$ cat config.mk
export PLATFORM = sky130hd
export DESIGN_NAME = epoch_reorder_release
export DESIGN_NICKNAME = d
export VERILOG_FILES = /design/src/hw/rtl/era_pkg.sv /design/src/hw/rtl/era_front.sv /design/src/hw/rtl/era_queue.sv /design/src/hw/rtl/era_back.sv /design/src/hw/rtl/epoch_reorder_release.sv
export SDC_FILE = /design/constraint.sdc
export NUM_CORES = 1
export LEC_CHECK = 0
export BUFFER_PORTS_ARGS = -buffer_cell sky130_fd_sc_hd__buf_2
export CORE_MARGIN = 5
export CORE_UTILIZATION = 43
export CTS_CLUSTER_DIAMETER = 50
export DETAILED_ROUTE_END_ITERATION = 10
export PLACE_DENSITY = 0.67
export REMOVE_ABC_BUFFERS = 1
export SYNTH_ARGS = -nofsm -noshare
export SYNTH_HDL_FRONTEND = slang
export SYNTH_SLANG_ARGS = --single-unit
$ cat constraint.sdc
create_clock -name clk -period 13.2 [get_ports clk]
set_clock_uncertainty 0.1 [all_clocks]
set_input_delay 0 -clock clk [delete_from_list [all_inputs] [get_ports clk]]
set_output_delay 0 -clock clk [all_outputs]
set_load 0.01 [all_outputs]
$ cat src/hw/rtl/era_pkg.sv
// ----------------------------------------------------------------------------
// era_pkg: shared types and constants of the epoch reorder release block
// Item kinds, result status codes, the queue item and the expected-key view.
// ----------------------------------------------------------------------------
`default_nettype none

package era_pkg;

	localparam int SEQ_W      = 32;
	localparam int SHARD_W    = 3;
	localparam int HANDLE_W   = 8;
	localparam int COUNT_W    = 4;
	// Widest row and column index over the parameter ranges (up to 64 each).
	localparam int ROW_W_MAX  = 6;
	localparam int COL_W_MAX  = 6;
	localparam int RESULT_CAP = 64;
	localparam int CNT_W      = 7;

	typedef enum logic [1:0] {
		ST_RELEASED  = 2'd0,
		ST_STALE     = 2'd1,
		ST_FAR       = 2'd2,
		ST_BAD_SHARD = 2'd3
	} status_t;

	typedef enum logic [1:0] {
		IT_PARK    = 2'd0,
		IT_REJECT  = 2'd1,
		IT_RELEASE = 2'd2
	} item_kind_t;

	typedef struct packed {
		item_kind_t            kind;
		status_t               status;
		logic [SEQ_W-1:0]      seq;
		logic [SHARD_W-1:0]    shard;
		logic [HANDLE_W-1:0]   handle;
		logic [ROW_W_MAX-1:0]  row;
		logic [COL_W_MAX-1:0]  col;
	} q_item_t;

	// Expected key and shard count as seen by the classifier.
	typedef struct packed {
		logic [SEQ_W-1:0]      seq;
		logic [COUNT_W-1:0]    shard;
		logic [ROW_W_MAX-1:0]  row;
		logic [COUNT_W-1:0]    count;
	} key_t;

endpackage

`default_nettype wire

$ cat src/hw/rtl/era_front.sv
// ----------------------------------------------------------------------------
// era_front: request acceptance and classification
// Checks each request against the expected key and queues it as a park,
// a reject or a release for the back end.
// ----------------------------------------------------------------------------
`default_nettype none

module era_front #(
	parameter int MAX_SHARDS    = 8,
	parameter int WINDOW_EPOCHS = 8
) (
	input  wire logic                         clk,
	input  wire logic                         arst_n,
	input  wire logic                         start,
	output logic                              busy,
	input  wire logic [era_pkg::SEQ_W-1:0]    seq_no,
	input  wire logic [era_pkg::SHARD_W-1:0]  shard_id,
	input  wire logic [era_pkg::HANDLE_W-1:0] handle,
	input  wire era_pkg::key_t                key,
	input  wire logic                         q_full,
	input  wire logic                         drain_done,
	output logic                              push,
	output era_pkg::q_item_t                  push_item
);
	import era_pkg::*;

	localparam int RW = (WINDOW_EPOCHS > 1) ? $clog2(WINDOW_EPOCHS) : 1;
	localparam int SW = (MAX_SHARDS > 1) ? $clog2(MAX_SHARDS) : 1;

	logic              pend_q;
	logic [SEQ_W-1:0]  key_dist;
	logic [RW:0]       row_sum;
	logic [RW-1:0]     row;
	logic [SW-1:0]     col;
	logic [COUNT_W-1:0] shard_x;

	// While a release is being drained the expected key is moving, so the
	// next request waits for the run to finish.
	assign busy = q_full || pend_q;
	assign push = start && !busy;

	always_comb begin
		shard_x  = COUNT_W'(shard_id);
		key_dist = seq_no - key.seq;
		row_sum  = {1'b0, key.row[RW-1:0]} + {1'b0, key_dist[RW-1:0]};
		if (row_sum >= (RW+1)'(WINDOW_EPOCHS)) begin
			row_sum = row_sum - (RW+1)'(WINDOW_EPOCHS);
		end
		row = row_sum[RW-1:0];
		col = SW'({{SW{1'b0}}, shard_id});

		push_item.kind   = IT_PARK;
		push_item.status = ST_RELEASED;
		push_item.seq    = seq_no;
		push_item.shard  = shard_id;
		push_item.handle = handle;
		push_item.row    = ROW_W_MAX'(row);
		push_item.col    = COL_W_MAX'(col);

		priority if (shard_x >= key.count) begin
			push_item.kind   = IT_REJECT;
			push_item.status = ST_BAD_SHARD;
		end else if (key_dist[SEQ_W-1] || (key_dist == '0 && shard_x < key.shard)) begin
			push_item.kind   = IT_REJECT;
			push_item.status = ST_STALE;
		end else if (key_dist >= SEQ_W'(WINDOW_EPOCHS)) begin
			push_item.kind   = IT_REJECT;
			push_item.status = ST_FAR;
		end else if (key_dist == '0 && shard_x == key.shard) begin
			push_item.kind   = IT_RELEASE;
		end else begin
			push_item.kind   = IT_PARK;
		end
	end

	always_ff @(posedge clk or negedge arst_n) begin
		if (!arst_n) begin
			pend_q <= 1'b0;
		end else begin
			pend_q <= (pend_q && !drain_done) || (push && push_item.kind == IT_RELEASE);
		end
	end

endmodule

`default_nettype wire

$ cat src/hw/rtl/era_queue.sv
// ----------------------------------------------------------------------------
// era_queue: two-entry item queue
// Decouples the classifier from the release engine.
// ----------------------------------------------------------------------------
`default_nettype none

module era_queue (
	input  wire logic             clk,
	input  wire logic             arst_n,
	input  wire logic             push,
	input  wire era_pkg::q_item_t push_item,
	input  wire logic             pop,
	output era_pkg::q_item_t      head,
	output logic                  full,
	output logic                  empty
);
	import era_pkg::*;

	q_item_t    ent_q [2];
	logic       wr_ptr_q;
	logic       rd_ptr_q;
	logic [1:0] fill_q;

	assign full  = (fill_q == 2'd2);
	assign empty = (fill_q == 2'd0);
	assign head  = ent_q[rd_ptr_q];

	always_ff @(posedge clk or negedge arst_n) begin
		if (!arst_n) begin
			wr_ptr_q <= 1'b0;
			rd_ptr_q <= 1'b0;
			fill_q   <= 2'd0;
		end else begin
			if (push) begin
				wr_ptr_q <= !wr_ptr_q;
			end
			if (pop) begin
				rd_ptr_q <= !rd_ptr_q;
			end
			unique case ({push, pop})
				2'b10:   fill_q <= fill_q + 2'd1;
				2'b01:   fill_q <= fill_q - 2'd1;
				default: fill_q <= fill_q;
			endcase
		end
	end

	always_ff @(posedge clk) begin
		if (push) begin
			ent_q[wr_ptr_q] <= push_item;
		end
	end

`ifndef SYNTH
	a_no_overflow: assert property (@(posedge clk) disable iff (!arst_n)
		full |-> !push) else $error("item pushed into a full queue");
	a_no_underflow: assert property (@(posedge clk) disable iff (!arst_n)
		empty |-> !pop) else $error("item popped from an empty queue");
	a_fill_step: assert property (@(posedge clk) disable iff (!arst_n)
		(push && !pop) |=> fill_q == $past(fill_q) + 2'd1)
		else $error("queue fill count lost a push");
`endif

endmodule

`default_nettype wire

$ cat src/hw/rtl/era_back.sv
// ----------------------------------------------------------------------------
// era_back: park store and in-order release engine
// Owns the expected key, the shard count, the slot valid bits and the handle
// memory; parks items, emits rejects and drains released runs.
// ----------------------------------------------------------------------------
`default_nettype none

module era_back #(
	parameter int MAX_SHARDS    = 8,
	parameter int WINDOW_EPOCHS = 8
) (
	input  wire logic                         clk,
	input  wire logic                         arst_n,
	input  wire era_pkg::q_item_t             head,
	input  wire logic                         q_empty,
	output logic                              pop,
	input  wire logic                         cfg_we,
	input  wire logic [era_pkg::COUNT_W-1:0]  cfg_data,
	output era_pkg::key_t                     key,
	output logic                              drain_done,
	output logic                              idle,
	output logic                              res_valid,
	output logic [era_pkg::HANDLE_W-1:0]      res_handle,
	output logic [era_pkg::SEQ_W-1:0]         res_seq,
	output logic [era_pkg::SHARD_W-1:0]       res_shard,
	output era_pkg::status_t                  res_status,
	output logic                              res_last
);
	import era_pkg::*;

	localparam int RW    = (WINDOW_EPOCHS > 1) ? $clog2(WINDOW_EPOCHS) : 1;
	localparam int SW    = (MAX_SHARDS > 1) ? $clog2(MAX_SHARDS) : 1;
	localparam int SLOTS = WINDOW_EPOCHS * MAX_SHARDS;
	localparam int AW    = (SLOTS > 1) ? $clog2(SLOTS) : 1;

	typedef enum logic [1:0] {
		BK_IDLE  = 2'b01,
		BK_DRAIN = 2'b10
	} bk_state_t;

	bk_state_t           state_q, state_d;
	logic [CNT_W-1:0]    cnt_q;
	logic [SEQ_W-1:0]    exp_seq_q;
	logic [COUNT_W-1:0]  exp_shard_q;
	logic [RW-1:0]       exp_row_q;
	logic [COUNT_W-1:0]  count_q;
	logic [MAX_SHARDS-1:0] valid_q [WINDOW_EPOCHS];
	logic [HANDLE_W-1:0] mem [SLOTS];
	logic [HANDLE_W-1:0] rd_q;

	logic [SW-1:0]       cur_col, nx_col, park_col;
	logic [RW-1:0]       nx_row, inc_row, park_row;
	logic [COUNT_W-1:0]  nx_shard;
	logic [SEQ_W-1:0]    nx_seq;
	logic [AW-1:0]       nx_addr, park_addr;
	logic                seq_adv, nx_valid, more;
	logic [CNT_W-1:0]    n_now;
	logic [COUNT_W-1:0]  cfg_count;

	logic                em, step, park_we, rd_en;
	logic [HANDLE_W-1:0] em_handle;
	logic [SEQ_W-1:0]    em_seq;
	logic [SHARD_W-1:0]  em_shard;
	status_t             em_status;
	logic                em_last;

	assign key.seq   = exp_seq_q;
	assign key.shard = exp_shard_q;
	assign key.row   = ROW_W_MAX'(exp_row_q);
	assign key.count = count_q;
	assign idle      = (state_q == BK_IDLE);

	// Successor of the expected key; the old row is retired when the
	// sequence moves on, so a slot in that row cannot count as parked.
	always_comb begin
		cur_col  = SW'({{SW{1'b0}}, exp_shard_q});
		inc_row  = (exp_row_q == RW'(WINDOW_EPOCHS - 1)) ? '0 : exp_row_q + RW'(1);
		seq_adv  = ({1'b0, exp_shard_q} + 5'd1) >= {1'b0, count_q};
		nx_shard = seq_adv ? '0 : exp_shard_q + COUNT_W'(1);
		nx_seq   = seq_adv ? exp_seq_q + SEQ_W'(1) : exp_seq_q;
		nx_row   = seq_adv ? inc_row : exp_row_q;
		nx_col   = SW'({{SW{1'b0}}, nx_shard});
		nx_addr  = AW'(nx_row) * AW'(MAX_SHARDS) + AW'(nx_col);
		nx_valid = valid_q[nx_row][nx_col] && !(seq_adv && nx_row == exp_row_q);
		n_now    = (state_q == BK_DRAIN) ? cnt_q + CNT_W'(1) : CNT_W'(1);
		more     = nx_valid && (n_now < CNT_W'(RESULT_CAP));

		park_row  = head.row[RW-1:0];
		park_col  = head.col[SW-1:0];
		park_addr = AW'(park_row) * AW'(MAX_SHARDS) + AW'(park_col);

		cfg_count = cfg_data;
		if (cfg_count == '0) begin
			cfg_count = COUNT_W'(1);
		end
		if ({3'b000, cfg_count} > 7'(MAX_SHARDS)) begin
			cfg_count = COUNT_W'(MAX_SHARDS);
		end
	end

	always_comb begin
		pop        = 1'b0;
		em         = 1'b0;
		step       = 1'b0;
		park_we    = 1'b0;
		rd_en      = 1'b0;
		drain_done = 1'b0;
		state_d    = state_q;
		em_handle  = head.handle;
		em_seq     = exp_seq_q;
		em_shard   = exp_shard_q[SHARD_W-1:0];
		em_status  = ST_RELEASED;
		em_last    = 1'b1;
		unique case (state_q)
			BK_IDLE: begin
				if (!q_empty) begin
					pop = 1'b1;
					unique case (head.kind)
						IT_PARK: begin
							park_we = 1'b1;
						end
						IT_REJECT: begin
							em        = 1'b1;
							em_seq    = head.seq;
							em_shard  = head.shard;
							em_status = head.status;
						end
						IT_RELEASE: begin
							em         = 1'b1;
							step       = 1'b1;
							em_last    = !more;
							rd_en      = more;
							drain_done = !more;
							state_d    = more ? BK_DRAIN : BK_IDLE;
						end
						default: begin
						end
					endcase
				end
			end
			BK_DRAIN: begin
				em         = 1'b1;
				step       = 1'b1;
				em_handle  = rd_q;
				em_last    = !more;
				rd_en      = more;
				drain_done = !more;
				state_d    = more ? BK_DRAIN : BK_IDLE;
			end
			default: begin
				state_d = BK_IDLE;
			end
		endcase
	end

	always_ff @(posedge clk or negedge arst_n) begin
		if (!arst_n) begin
			state_q     <= BK_IDLE;
			cnt_q       <= '0;
			exp_seq_q   <= SEQ_W'(1);
			exp_shard_q <= '0;
			exp_row_q   <= RW'(1 % WINDOW_EPOCHS);
			count_q     <= COUNT_W'(1);
			valid_q     <= '{default: '0};
			res_valid   <= 1'b0;
		end else if (cfg_we) begin
			count_q   <= cfg_count;
			res_valid <= 1'b0;
			if (exp_shard_q >= cfg_count) begin
				valid_q[exp_row_q] <= '0;
				exp_seq_q          <= exp_seq_q + SEQ_W'(1);
				exp_shard_q        <= '0;
				exp_row_q          <= inc_row;
			end
		end else begin
			state_q   <= state_d;
			res_valid <= em;
			if (park_we) begin
				valid_q[park_row][park_col] <= 1'b1;
			end
			if (step) begin
				if (seq_adv) begin
					valid_q[exp_row_q] <= '0;
				end else begin
					valid_q[exp_row_q][cur_col] <= 1'b0;
				end
				exp_seq_q   <= nx_seq;
				exp_shard_q <= nx_shard;
				exp_row_q   <= nx_row;
				cnt_q       <= more ? n_now : '0;
			end
		end
	end

	always_ff @(posedge clk) begin
		if (em) begin
			res_handle <= em_handle;
			res_seq    <= em_seq;
			res_shard  <= em_shard;
			res_status <= em_status;
			res_last   <= em_last;
		end
	end

	always_ff @(posedge clk) begin
		if (park_we) begin
			mem[park_addr] <= head.handle;
		end
		if (rd_en) begin
			rd_q <= mem[nx_addr];
		end
	end

`ifndef SYNTH
	a_drain_slot_valid: assert property (@(posedge clk) disable iff (!arst_n)
		state_q == BK_DRAIN |-> valid_q[exp_row_q][cur_col])
		else $error("draining a slot that holds no parked item");
	a_drain_count: assert property (@(posedge clk) disable iff (!arst_n)
		state_q == BK_DRAIN |-> (cnt_q != '0 && cnt_q < CNT_W'(RESULT_CAP)))
		else $error("drain run count out of range");
	a_shard_in_range: assert property (@(posedge clk) disable iff (!arst_n)
		exp_shard_q < count_q) else $error("expected shard beyond shard count");
	a_reject_single: assert property (@(posedge clk) disable iff (!arst_n)
		(res_valid && res_status != ST_RELEASED) |-> res_last)
		else $error("rejected item not marked as its only result");
`endif

endmodule

`default_nettype wire

$ cat src/hw/rtl/epoch_reorder_release.sv
// ----------------------------------------------------------------------------
// epoch_reorder_release: in-order release of epoch requests
// Top level joining the classifier, the item queue and the release engine.
// ----------------------------------------------------------------------------
// A request is taken when start is high and busy is low. A rejected or parked
// request passes the classifier in its accept cycle and the release engine in
// the next; the release engine registers a rejected result. A release shows
// its first result the same way and then one parked successor per cycle,
// each handle read from the slot memory in the cycle before; at most 64
// results follow one request and the rest stay parked. While a run drains,
// busy stays high, since the next request is classified against the key
// that the run leaves.
// Results are shown for one cycle with result_valid and cannot be held off.
// The shard count is written through cfg_valid and cfg_ready while idle;
// cfg_ready stays low while start is high.
`default_nettype none

module epoch_reorder_release #(
	parameter int MAX_SHARDS    = 8,
	parameter int WINDOW_EPOCHS = 8
) (
	input  wire logic                         clk,
	input  wire logic                         arst_n,
	input  wire logic                         start,
	output logic                              busy,
	input  wire logic [era_pkg::SEQ_W-1:0]    seq_no,
	input  wire logic [era_pkg::SHARD_W-1:0]  shard_id,
	input  wire logic [era_pkg::HANDLE_W-1:0] handle,
	input  wire logic                         cfg_valid,
	output logic                              cfg_ready,
	input  wire logic [era_pkg::COUNT_W-1:0]  cfg_data,
	output logic                              result_valid,
	output logic [era_pkg::HANDLE_W-1:0]      out_handle,
	output logic [era_pkg::SEQ_W-1:0]         out_seq_no,
	output logic [era_pkg::SHARD_W-1:0]       out_shard_id,
	output logic [1:0]                        status,
	output logic                              last
);
	import era_pkg::*;

	key_t    key;
	q_item_t push_item, head;
	logic    push, pop, q_full, q_empty, drain_done, bk_idle;
	status_t res_status;

	// A request taken in the same cycle would be classified against the old key.
	assign cfg_ready = !busy && !start && q_empty && bk_idle;
	assign status    = res_status;

	era_front #(
		.MAX_SHARDS    (MAX_SHARDS),
		.WINDOW_EPOCHS (WINDOW_EPOCHS)
	) u_front (
		.clk        (clk),
		.arst_n     (arst_n),
		.start      (start),
		.busy       (busy),
		.seq_no     (seq_no),
		.shard_id   (shard_id),
		.handle     (handle),
		.key        (key),
		.q_full     (q_full),
		.drain_done (drain_done),
		.push       (push),
		.push_item  (push_item)
	);

	era_queue u_queue (
		.clk       (clk),
		.arst_n    (arst_n),
		.push      (push),
		.push_item (push_item),
		.pop       (pop),
		.head      (head),
		.full      (q_full),
		.empty     (q_empty)
	);

	era_back #(
		.MAX_SHARDS    (MAX_SHARDS),
		.WINDOW_EPOCHS (WINDOW_EPOCHS)
	) u_back (
		.clk        (clk),
		.arst_n     (arst_n),
		.head       (head),
		.q_empty    (q_empty),
		.pop        (pop),
		.cfg_we     (cfg_valid && cfg_ready),
		.cfg_data   (cfg_data),
		.key        (key),
		.drain_done (drain_done),
		.idle       (bk_idle),
		.res_valid  (result_valid),
		.res_handle (out_handle),
		.res_seq    (out_seq_no),
		.res_shard  (out_shard_id),
		.res_status (res_status),
		.res_last   (last)
	);

endmodule

`default_nettype wire
# After elaboration in Yosys (flattened, before gate mapping)
# Memory sizes are Yosys's and may differ from the RTL's. A register that Yosys moved wholly into a read port is not among the register bits.
# Index checks and enable logic that the tools add are counted.
[classes]
add_sub_neg = 12
order_cmp = 18
eq_ne = 14
mux = 81
n_bitwise = 12
reduce_logical = 39
[op_table]
columns = ["cell", "n"]
rows = [
  ["64-bit two-way mux", 6],
  ["32-bit two-way mux", 7],
  ["64-bit AND", 3],
  ["64-bit NOT", 2],
  ["8-bit demux with 3-bit select", 3],
  ["64-bit OR", 1],
  ["8-bit two-way mux", 6],
  ["32-bit by 1-bit adder with 32-bit output, second input constant", 1],
  ["32-bit by 4-bit >= comparator with 1-bit output, second input constant", 1],
  ["32-bit logical NOT", 1],
  ["4-bit two-way mux", 8],
  ["32-bit subtractor", 1],
  ["3-bit two-way mux", 9],
  ["8-bit binary-select mux with 3-bit select", 1],
  ["1-bit two-way mux", 23],
  ["4-bit >= comparator, second input constant", 4],
  ["1-bit logical AND", 16],
  ["7-bit two-way mux", 2],
  ["6-bit by 3-bit adder with 6-bit output", 2],
  ["3-bit by 4-bit less-than comparator with 1-bit output, second input constant", 3],
  ["2-bit two-way mux", 6],
  ["3-bit NOT with 4-bit output", 3],
  ["2-bit equality test, second input constant", 5],
  ["1-bit one-hot mux with 2 select lines", 5],
  ["35 further kinds", 57],
]
[word_totals]
regBits = 168
ramBits = 618
inputBits = 51
out_inout_bits = 49
word_cells = 202
n_memories = 2
[memory_table]
columns = ["memory", "depth", "width", "read_ports", "rd_ports_with_merged_regs", "write_ports", "line_no", "rtl"]
rows = [
  ["u_back.mem", 64, 8, 1, 1, 1, "era_back.sv:48", "logic [HANDLE_W-1:0] mem [SLOTS];"],
  ["u_queue.ent_q", 2, 53, 1, 0, 1, "era_queue.sv:19", "q_item_t ent_q [2];"],
]

# Longest topological paths before layout
[depth]
ltp_word = 18
ltp_mapped = 19
mapped_depth_nobuf = 15

# Hierarchy
# A second synthesis with hierarchy kept.
[unflattened]
cells_unflattened = 2643
area_unflattened_um2 = 36746.5
[modules_own_cells]
columns = ["module", "instances", "cells_each", "area_each_um2", "seq_area_each_um2"]
rows = [
  ["era_back", 1, 2010, 28990.3, 19929.1],
  ["era_queue", 1, 200, 4744.6, 3643.5],
  ["era_front", 1, 431, 2992.9, 25.0],
  ["epoch_reorder_release", 1, 2, 18.8, 0.0],
]

# Least setup slack after synthesis
# OpenSTA, ideal clock, no wires.
[synth_timing]
kind = "register to register"
start = "register u_queue.rd_ptr_q"
end = "register u_back.res_handle[0] (netlist name), enable pin"
setup_time_ps = 450
t_arrival_ps = 4518
t_required_ps = 12650
slack_ps = 8132
stages_incl_launch_ff = 9
path_buffers = 4
period_less_slack_ps = 5068
path_cell_list = "dfrtp_1 > buf_1 > buf_1 > clkbuf_1 > clkbuf_1 > mux2i_1 > ha_1 > a21oi_1 > nor2_1"
[synth_via]
elab_chain_len = 6
elab_cells_between_ends = 7
classes_between = "eq/ne: 2; mux: 3; reduce/logical: 1; memory: 1"
[synth_lines]
columns = ["element", "line_no", "rtl"]
rows = [
  ["from (decl)", "era_queue.sv:21", "logic rd_ptr_q;"],
  ["from (signal assigned)", "era_queue.sv:38", "rd_ptr_q <= !rd_ptr_q;"],
  ["memory 2 x 53 bit (*)", "n/a", ""],
  ["2-bit by 1-bit equality test with 1-bit output or 2-bit equality test (tied branches)", "era_back.sv:118", "unique case (head.kind)"],
  ["2-bit OR reduction (no line) (*)", "n/a", ""],
  ["1-bit two-way mux (*)", "era_back.sv:118", ""],
  ["1-bit two-way mux (*)", "era_back.sv:116", "if (!q_empty) begin"],
  ["1-bit one-hot mux with 2 select lines (*)", "era_back.sv:114", "unique case (state_q)"],
  ["net u_back.em", "era_back.sv:60", "logic em, step, park_we, rd_en;"],
  ["to (signal assigned)", "era_back.sv:197", "res_handle <= em_handle;"],
  ["to (decl)", "era_back.sv:23", "output logic [era_pkg::HANDLE_W-1:0] res_handle,"],
]
# The timed path passes the listed nets; every way through them passes the cells marked *.
# A chain may end at the register's enable or synchronous reset.

# Worst setup path in the final report
[layout_timing]
start = "register u_back.exp_shard_q[0]"
end = "register u_back.rd_q[7], read port of u_back.mem, enable pin"
[layout_via]
elab_chain_len = 14
elab_cells_between_ends = 20
classes_between = "add/sub: 3; order compare: 1; eq/ne: 1; mux: 10; bitwise: 1; reduce/logical: 4"
[layout_lines]
columns = ["element", "line_no", "rtl"]
rows = [
  ["from (decl)", "era_back.sv:44", "logic [COUNT_W-1:0] exp_shard_q;"],
  ["from (signal assigned)", "era_back.sv:188", "exp_shard_q <= nx_shard;"],
  ["4-bit by 1-bit adder with 5-bit output", "era_back.sv:78", "seq_adv = ({1'b0, exp_shard_q} + 5'd1) >= {1'b0, count_q};"],
  ["5-bit by 4-bit >= comparator with 1-bit output", "era_back.sv:78", ""],
  ["3-bit two-way mux", "era_back.sv:81", "nx_row = seq_adv ? inc_row : exp_row_q;"],
  ["3-bit NOT with 4-bit output (not written as such)", "era_back.sv:84", "nx_valid = valid_q[nx_row][nx_col] && !(seq_adv && nx_row == exp_row_q);"],
  ["8-bit binary-select mux with 3-bit select", "era_back.sv:84", ""],
  ["8-bit two-way mux (not written as such) (2 in series)", "era_back.sv:84", ""],
  ["1-bit binary-select mux with 3-bit select", "era_back.sv:84", ""],
  ["1-bit two-way mux (not written as such)", "era_back.sv:84", ""],
  ["1-bit logical AND (*)", "era_back.sv:84", ""],
  ["1-bit logical AND (*)", "era_back.sv:86", "more = nx_valid && (n_now < CNT_W'(RESULT_CAP));"],
  ["1-bit two-way mux", "era_back.sv:118", ""],
  ["1-bit two-way mux", "era_back.sv:116", ""],
  ["1-bit one-hot mux with 2 select lines (*)", "era_back.sv:114", ""],
  ["net u_back.rd_en", "era_back.sv:60", ""],
  ["to (decl)", "era_back.sv:49", "logic [HANDLE_W-1:0] rd_q;"],
]
# The timed path passes the listed nets; every way through them passes the cells marked *. The select of a mux whose other input is x is not followed.

==> results list <==
- The flow ran to the end, and the final reports show no timing, DRC or antenna violations.
* Detailed placer's ending HPWL: between 60 and 70 mm
- Power density over the cells: about 130 nW/µm²
* Core Rows: about 100
* Growth of design area from synthesis to finish: 16.2%
* Top_reg_cell synth: sky130_fd_sc_hd__edfxtp_1
* Period utilisation layout: between 50% and 60%
* Type of the tightest min-delay check: input pin to flop
- Once layout is complete, the utilization of the core stands at about 50%.
* Peak fanout along the critical path: 79
- After detailed routing, the number of vias per cell comes to 5.89.
- The first global-routing pass estimated around 150 mm of wire.
* Most common cell after layout, fill and taps aside: sky130_fd_sc_hd__edfxtp_1
- At the worst endpoint, the arrival time is ~7 ns.
* Post-detailed-route count of antenna-violating nets: 0
- The tree is rooted in a sky130_fd_sc_hd__clkbuf_16.
- The worst setup path is of the flop to flop kind.
* Sequential cell area fraction in the yosys report: about 66%
- In this design, the stage delay of the slowest critical-path cell is 0.79 ns.
- Data on the critical path is required at its endpoint by ~13 ns.
- Slowest library cell on the worst path: sky130_fd_sc_hd__dfrtp_4
- The die covers between 80000 and 90000 µm².
- Maximum clock insertion buffer count: 3
- Fmax: approximately 150 MHz
* H-tree Lvls: 3
- Last weighted congestion value of the routability-driven placer: just under 1
- In this run the mean area of a mapped cell was 12.4 µm².
- The worst pin sits at a relative slew slack of around 13%.
- List of cells traversed by the critical path: ha_1 -> xnor2_1 -> clkinv_1 -> buf_4 -> ha_1 -> nand2_1 -> o21ai_0 -> a21boi_0 -> nor2_4 -> buf_4 -> nand2_1 -> a32o_1 -> nor4bb_1 -> nor4_1 -> a211oi_2 -> and2_1
- Clock tree synthesis found a total of a little under 800 sinks.
* Number of vias in the routed layout: approximately 24000
* Area of the core: between 80000 and 90000 µm²
* Count of input and output buffers: 99
- The number of global-route vias before repair is about 24000.
* Number of search-and-repair iterations in the first detailed-routing pass: 6
* Count of state elements after synthesis: 788
- Post-placement cell count: between 3000 and 4000
- TritonCTS built the clock tree.
- VDD sags by at most roughly 100 µV.
- Worst Tran Pin Value: 1.31 ns
* Count of cell types in the netlist: 72
* Cells after synthesis: between 2000 and 3000
- Number of enable-type register cells in the synthesized netlist: between 600 and 700
* Worst Setup Start Kind: flop
* Dpl cell area: between 30000 and 40000 µm²
* Number of endpoints failing setup at the final stage: 0
- Final wirelength: slightly below 100 mm
- Final-stage net count: 3088
- Average wire per standard cell: 23.4 µm
- Leaving out filler cells and counting taps, the final layout contains ~4000.
- Skew-Pair Late Insertion Delay: around 0.66 ns
* Residual DRC count: 0
- Setup total negative slack on the finished layout was measured at 0 ns.
- Count of endpoints failing hold in the final timing report: 0
* Clock period minus final worst setup slack: just under 7 ns
* 1st-iter DRT viols: 2845
* Post-CTS sizing: 0
* Effective utilization at floorplan: 43.3%
- Number of slew-limit violations in the final report: 0
- The die is between 200 and 300 µm tall.
* Sort of element at the end of the critical path: flop
* Top library cells by usage in the layout, fill and taps aside: 666 x sky130_fd_sc_hd__edfxtp_1, 411 x sky130_fd_sc_hd__nand2_1, 171 x sky130_fd_sc_hd__o21ai_0
* Flop2flop setup slack: approximately 6.3 ns
- Number of fill cells in the layout: roughly 6800
- Max-Cap Viols: 0
* Largest net degree at the start of global routing: 95
* Synthesis warning total: 0
- Die outline width: slightly below 300 µm
- Global-route total usage across every layer: 21.8%
- Leftover overflow at the end of global routing: 0
- Clock buffer count from CTS: 94
- Standby leakage power: 14.1 nW
- Clock edge transition at the registers on the reported setup and hold paths: 0.06 ns
- IO Pins: 100
- After clock tree synthesis, the setup repair step added 0 buffers.
- Design area: 40600 µm²
- In this run the cell area of the synthesized design comes to 34900 µm².
- RSZ-0062 raised after global routing: no
- For this run, asynchronously set or reset flops after synthesis account for 15.5%.
- The number of antenna violations at the first check in global routing is 1.
- Share of cells above drive strength 1: 12.4%
==> stage by stage <==
| step | hold WS (ns) | worst slack (ns) | total power [mW] |
|---|---|---|---|
| final | 0.0446 | 6.33 | 5.33 |
| after global placement | -0.0182 | 6.36 | 2.80 |
| after global routing | 0.0280 | 5.82 | 5.49 |
| after floorplan | -0.396 | 0.413 | 2.77 |
| after detailed placement | -0.00194 | 6.29 | 2.80 |
| after CTS | 0.00262 | 6.27 | 5.37 |
==> synthesized netlist by cell type, drive strengths merged (24+ instances only) <==
| master | instances | area share [%] |
|---|---|---|
| mux2 | 27 | 0.87 |
| a311oi | 34 | 0.85 |
| a21bo | 32 | 0.92 |
| edfxtp | 666 | 57 |
| o22a | 32 | 0.80 |
| o21ai | 174 | 2.5 |
| mux2i | 125 | 3.6 |
| dfrtp | 118 | 8.5 |
| nand3 | 112 | 1.6 |
| nor3 | 52 | 0.76 |
| buf | 24 | 0.27 |
| nor2 | 152 | 1.6 |
| a2111oi | 33 | 0.83 |
| ha | 57 | 2.0 |
| and3 | 48 | 0.86 |
| nand2 | 418 | 4.5 |
| o211ai | 29 | 0.62 |
| a21oi | 145 | 2.1 |
| inv | 63 | 0.68 |
| xnor2 | 48 | 1.2 |
| clkbuf | 130 | 1.4 |
| a31oi | 76 | 1.4 |
| a21o | 25 | 0.54 |
| o22ai | 36 | 0.65 |
==> per-layer routing <==
layer	share of wire (%)	routed length, µm	global-route usage [%]	vias to the layer above
met5	0	0	0	-
met4	3.7	3600	8.11	0
met3	8.5	8230	4.65	185
met2	48	46000	35.8	1107
met1	40	38600	28.9	12000
li1	-	-	-	10900
==> final timing paths <==
check	start	endpoint	cells after the start
setup / recovery	u_back.exp_shard_q[0]	u_back.rd_q[7]	16
hold / removal	handle[0]	u_queue.ent_q[1][6]	2
setup reg to reg	u_back.exp_shard_q[0]	u_back.rd_q[7]	16
hold reg to reg	u_back.exp_seq_q[27]	u_back.exp_seq_q[27]	1
max in group asynchronous	arst_n	u_queue.rd_ptr_q	4
min in group asynchronous	arst_n	u_back.valid_q[31]	4
==> sequential cells by signal, indices dropped and copies added, names as in the netlist, 3 cells and up <==
name                cells
u_back.cnt_q            7
u_queue.ent_q         100
u_back.valid_q         64
u_back.res_handle       8
u_back.rd_q             8
u_back.res_seq         32
u_back.exp_seq_q       32
u_back.count_q          4
u_back.exp_shard_q      4
u_back.exp_row_q        3
u_back.res_shard        3
u_back.mem            512
==> layout make-up <==
class / instances / area, µm² / share of cell area [%]
well taps: 1060 / 1330 / 3.27
clock buffers: 112 / 2460 / 6.07
flip-flops and latches: 788 / 23100 / 56.9
repair buffers: 224 / 1690 / 4.16
inverters: 64 / 240 / 0.592
clock inverters: 65 / 669 / 1.65
multi-input cells: 1806 / 11100 / 27.4
diodes: 1 / 2.50 / 0.00617
==> worst max-delay path, delay by kind of cell (launching register included) <==
| family | cells | cell delay (ns) |
|---|---|---|
| AO/OA/AOI/OAI | 4 | 1.74 |
| XOR/XNOR | 1 | 0.51 |
| adder cells (fa/ha/maj) | 2 | 0.79 |
| buffers and inverters | 3 | 1.22 |
| flip-flops | 1 | 0.79 |
| AND/OR/NAND/NOR | 6 | 1.28 |
==> what timing repair did <==
item                                   in CTS  in global routing
hold buffers                               93                  0
endpoints found under the hold margin     197                  0
setup endpoints to repair                   0                  0
==> report_power, final <==
| part | leakage [nW] | total (mW) | internal, mW | switching [mW] |
|---|---|---|---|---|
| registers | 7.57 | 2.67 | 2.67 | 0 |
| logic | 5.02 | 0.104 | 0.0473 | 0.0564 |
| clock network | 1.53 | 2.56 | 1.48 | 1.08 |
| total | 14.1 | 5.33 | 4.20 | 1.13 |
==> cells by family (layout without fill, tap and decap cells) <==
family	Yosys count	after routing	share of synthesized area [%]
AND/OR/NAND/NOR	861	861	10.9
flip-flops	788	788	66.0
AO/OA/AOI/OAI	674	674	12.6
buffers and inverters	218	465	2.36
multiplexers	152	152	4.46
XOR/XNOR	60	60	1.51
adder cells (fa/ha/maj)	59	59	2.16
other	0	1	0
Power figures use the tool's default switching activity.
